File: src/design/nbvu_pkg.sv
// shared constants and types for the n-body velocity update block
`default_nettype none

package nbvu_pkg;

    localparam int MAX_BODIES = 64;
    localparam int IDX_W      = (MAX_BODIES > 1) ? $clog2(MAX_BODIES) : 1;
    localparam int COUNT_W    = $clog2(MAX_BODIES + 1);

    localparam int SQRT_STEPS = 32;
    localparam int DIV_STEPS  = 62;
    localparam int PAIR_LAT   = 5 + SQRT_STEPS + DIV_STEPS;
    localparam int DRAIN_W    = $clog2(PAIR_LAT + 2);

    localparam logic [1:0] KIND_LOAD    = 2'd0;
    localparam logic [1:0] KIND_COMPUTE = 2'd1;
    localparam logic [1:0] KIND_CLEAR   = 2'd2;
    localparam logic [1:0] KIND_SPARE   = 2'd3;

    localparam logic CFG_TIME_STEP = 1'b0;
    localparam logic CFG_SOFTENING = 1'b1;

    localparam logic [30:0] TIME_STEP_RESET = 31'd655;
    localparam logic [16:0] SOFTENING_RESET = 17'd1;

    // x in the top word, z in the bottom word
    typedef struct packed {
        logic signed [31:0] x;
        logic signed [31:0] y;
        logic signed [31:0] z;
    } pos_t;

    typedef struct packed {
        logic valid;
        pos_t src;
    } pair_in_t;

    typedef struct packed {
        logic                            valid;
        logic                            kill;
        logic [2:0]                      neg;
        logic [2:0][DIV_STEPS-1:0]       q;
    } pair_out_t;

    typedef enum logic [2:0] {
        ST_IDLE,
        ST_RUN,
        ST_DRAIN,
        ST_SCALE,
        ST_FINISH
    } state_t;

endpackage

`default_nettype wire

File: src/design/nbvu_cell.sv
// one source table cell of the rotating position ring
`default_nettype none

module nbvu_cell (
    input  wire logic         clk,
    input  wire logic         shift_en,
    input  wire logic         wr_en,
    input  wire nbvu_pkg::pos_t wr_pos,
    input  wire nbvu_pkg::pos_t prev_pos,
    output nbvu_pkg::pos_t    pos
);

    nbvu_pkg::pos_t pos_reg;

    always_ff @(posedge clk)
    begin
        if (wr_en)
        begin
            pos_reg <= wr_pos;
        end
        else if (shift_en)
        begin
            pos_reg <= prev_pos;
        end
    end

    assign pos = pos_reg;

endmodule

`default_nettype wire

File: config.mk
export PLATFORM = sky130hd
export DESIGN_NAME = nbvu_cell
export DESIGN_NICKNAME = d
export VERILOG_FILES = /design/src/design/nbvu_pkg.sv /design/src/design/nbvu_cell.sv
export SDC_FILE = /design/constraint.sdc
export NUM_CORES = 1
export LEC_CHECK = 0
export BUFFER_PORTS_ARGS = -buffer_cell sky130_fd_sc_hd__buf_2
export CAP_MARGIN = 20
export CELL_PAD_IN_SITES_DETAIL_PLACEMENT = 1
export CELL_PAD_IN_SITES_GLOBAL_PLACEMENT = 2
export CORE_MARGIN = 2
export CORE_UTILIZATION = 23
export CTS_CLUSTER_SIZE = 10
export DETAILED_ROUTE_END_ITERATION = 10
export PLACE_DENSITY = 0.8
export SYNTH_ARGS = -nofsm -noshare
export SYNTH_HDL_FRONTEND = slang
export SYNTH_SLANG_ARGS = --single-unit
File: constraint.sdc
create_clock -name clk -period 3.5 [get_ports clk]
set_clock_uncertainty 0.1 [all_clocks]
set_input_delay 0.7 -clock clk [delete_from_list [all_inputs] [get_ports clk]]
set_output_delay 0.7 -clock clk [all_outputs]
set_load 0.03 [all_outputs]
==> reports/results.txt <==
FP Rows - 49
Setup Viol. Count Final - 0
DR WL/cell - 16.0 µm
Number of I/O pins - 291
CP max FO - 1
Global-route wire length before repair - 18.2 mm
Cells after Synth - 204
Worst Setup End Kind - primary output
F_max - 0.563 GHz
WHS Path Cells - 2
Post-Synth Simple-Gate Area - 0.00150
Status - finished clean
P&R area growth vs syn - 47.4%
Max reg flops - 96
Min Tclk post-route - 1.78 ns
RePlAce Congestion - 0.781
Final worst-path cycle share - 0.508
Die ar. - 19,200 µm²
Initial antenna violation count - 0
CTS tree - done
Pre-Repair DR Iteration Count - 4
Slew @ Worst Pin - 0.638 ns
Max-slew violation count - 0
Ant diodes - 0
Fill cells - 1,973
CP bufs+invs - 1
Total gr overflow - 0
Clock root cell - clkbuf_16
Clock Pin Slew Worst Setup and Hold Paths - 0.07 ns
Drt via density - 4.06
Global Route Usage Sum - 0.124
Initial Util - 0.233
Post-CTS Setup Bufs - 0
Core footprint - 17,800 µm²
CTS Buf Count - 9
Max cap viols - 0
Worst EP arrival - 0.98 ns
Ys Warns - 0
RSZ-0062 raised after global routing - false
Synth Area in Compound Gates - 0
Leakage - 2.77 nW
Hold Buf Count CTS - 0
Post-synth cell types - 6
VDD IR max - 263 µV
Post-Syn Area - 4170 µm²
Final Hold Vio Count - 0
Pin count of the biggest net entering global routing - 57
Post-route insts no fill - 732
Dpl cells - 716
DRC Markers - 0
Largest family of logic cells by synthesized area - multiplexers
Layout cell share with drive strength beyond 1 - 0.805
Syn nets - 399
CP max-delay cell - edfxtp_1
DP Wirelength - 9.49 mm
Mux share of post-synthesis cell area - 0.286
Flops & latches, synth - 96
Number of global-route vias before repair - 3,415
Synth Area per Inst - 20.4 µm²
CP required - 2.70 ns
Post-CTS Resized - 0
Share of the yosys chip area belonging to registers - 0.692
Headroom to the max-slew limit - 0.575
Worst hold path type - primary input to flop
Final #Nets - 693
Clock Sinks - 96
Critical Path Start Type - flop
Routed Antenna Nets - 0
Clock Tree Buf Depth - 2
Pwr dens - 494 nW/µm²
Setup_tns - 0 ns
H-tree levels - 3
Die height - 139 µm
Via count - 2,972
Worst path cell trace - buf_2
Synth Area in Adders - 0
DR iter-0 viols - 86
Crit path kind - flop to primary output
Max stage delay on crit path - 0.41 ns
Xor/xnor share of the synthesized area - 0
Drt total wl - 11.7 mm
Top Family by Delay on Critical Path - flip-flops
Die width - 139 µm
Worst path depth - 1
PortBufs - 290
logic make-up (layout without fill, tap and decap cells):
kind of cell / count (synthesis) / after routing
buf+inv: 11 / 310
flops: 96 / 96
simple gates: 1 / 1
mux: 96 / 96
area by class of cell:
class / count / area, µm² / share of cell area
Clock inverter: 7 / 48.8 / 0.00795
Clock buffer: 9 / 225 / 0.0367
Multi-Input combinational cell: 97 / 1200 / 0.195
Tap cell: 229 / 287 / 0.0467
Timing Repair Buffer: 294 / 1500 / 0.244
Sequential cell: 96 / 2880 / 0.470
cell usage in the layout, fill, tap and decap left out:
| cell type | instances |
|---|---|
| clkbuf_16 | 9 |
| buf_4 | 4 |
| edfxtp_1 | 96 |
| clkinv_4 | 3 |
| clkinv_1 | 2 |
| clkinvlp_4 | 2 |
| buf_12 | 1 |
| or2_4 | 1 |
| buf_2 | 289 |
| mux2_2 | 67 |
| mux2_4 | 29 |
through the flow:
stage	power, mW	hold WS [ns]	instance area, µm²	utilization	setup slack [ns]
finish	3.03	0.550	6140	0.344	1.72
global route	3.18	0.530	6140	0.344	1.65
CTS	3.09	0.531	6140	0.344	1.65
detailed placement	2.15	0.905	5860	0.329	1.44
global placement	2.13	0.901	5860	0.329	1.49
floorplan	1.88	0.817	4170	-	0.670
where the power goes:
part / switching, mW / internal [mW]
Combinational: 0.411 / 0.255
Sequential: 0.0313 / 1.41
Clock: 0.440 / 0.481
Total: 0.882 / 2.15
cells in the mapped netlist (all sizes together):
cell type   n  area share
edfxtp     96        0.69
buf        11       0.021
or2         1      0.0015
mux2       96        0.29
layer usage:
layer | vias up | part of all wire | GRT usage
li1 | 1389 | - | -
met1 | 1381 | 0.33 | 0.120
met2 | 183 | 0.51 | 0.219
met3 | 19 | 0.13 | 0.0680
met4 | 0 | 0.023 | 0.0499
met5 | - | 0 | 0
worst paths after layout:
kind,start,end
worst min-delay path,wr_pos[84],pos[84]
worst max-delay path,pos[43],pos[43]
Note: power is estimated with default switching activity, not from simulation.
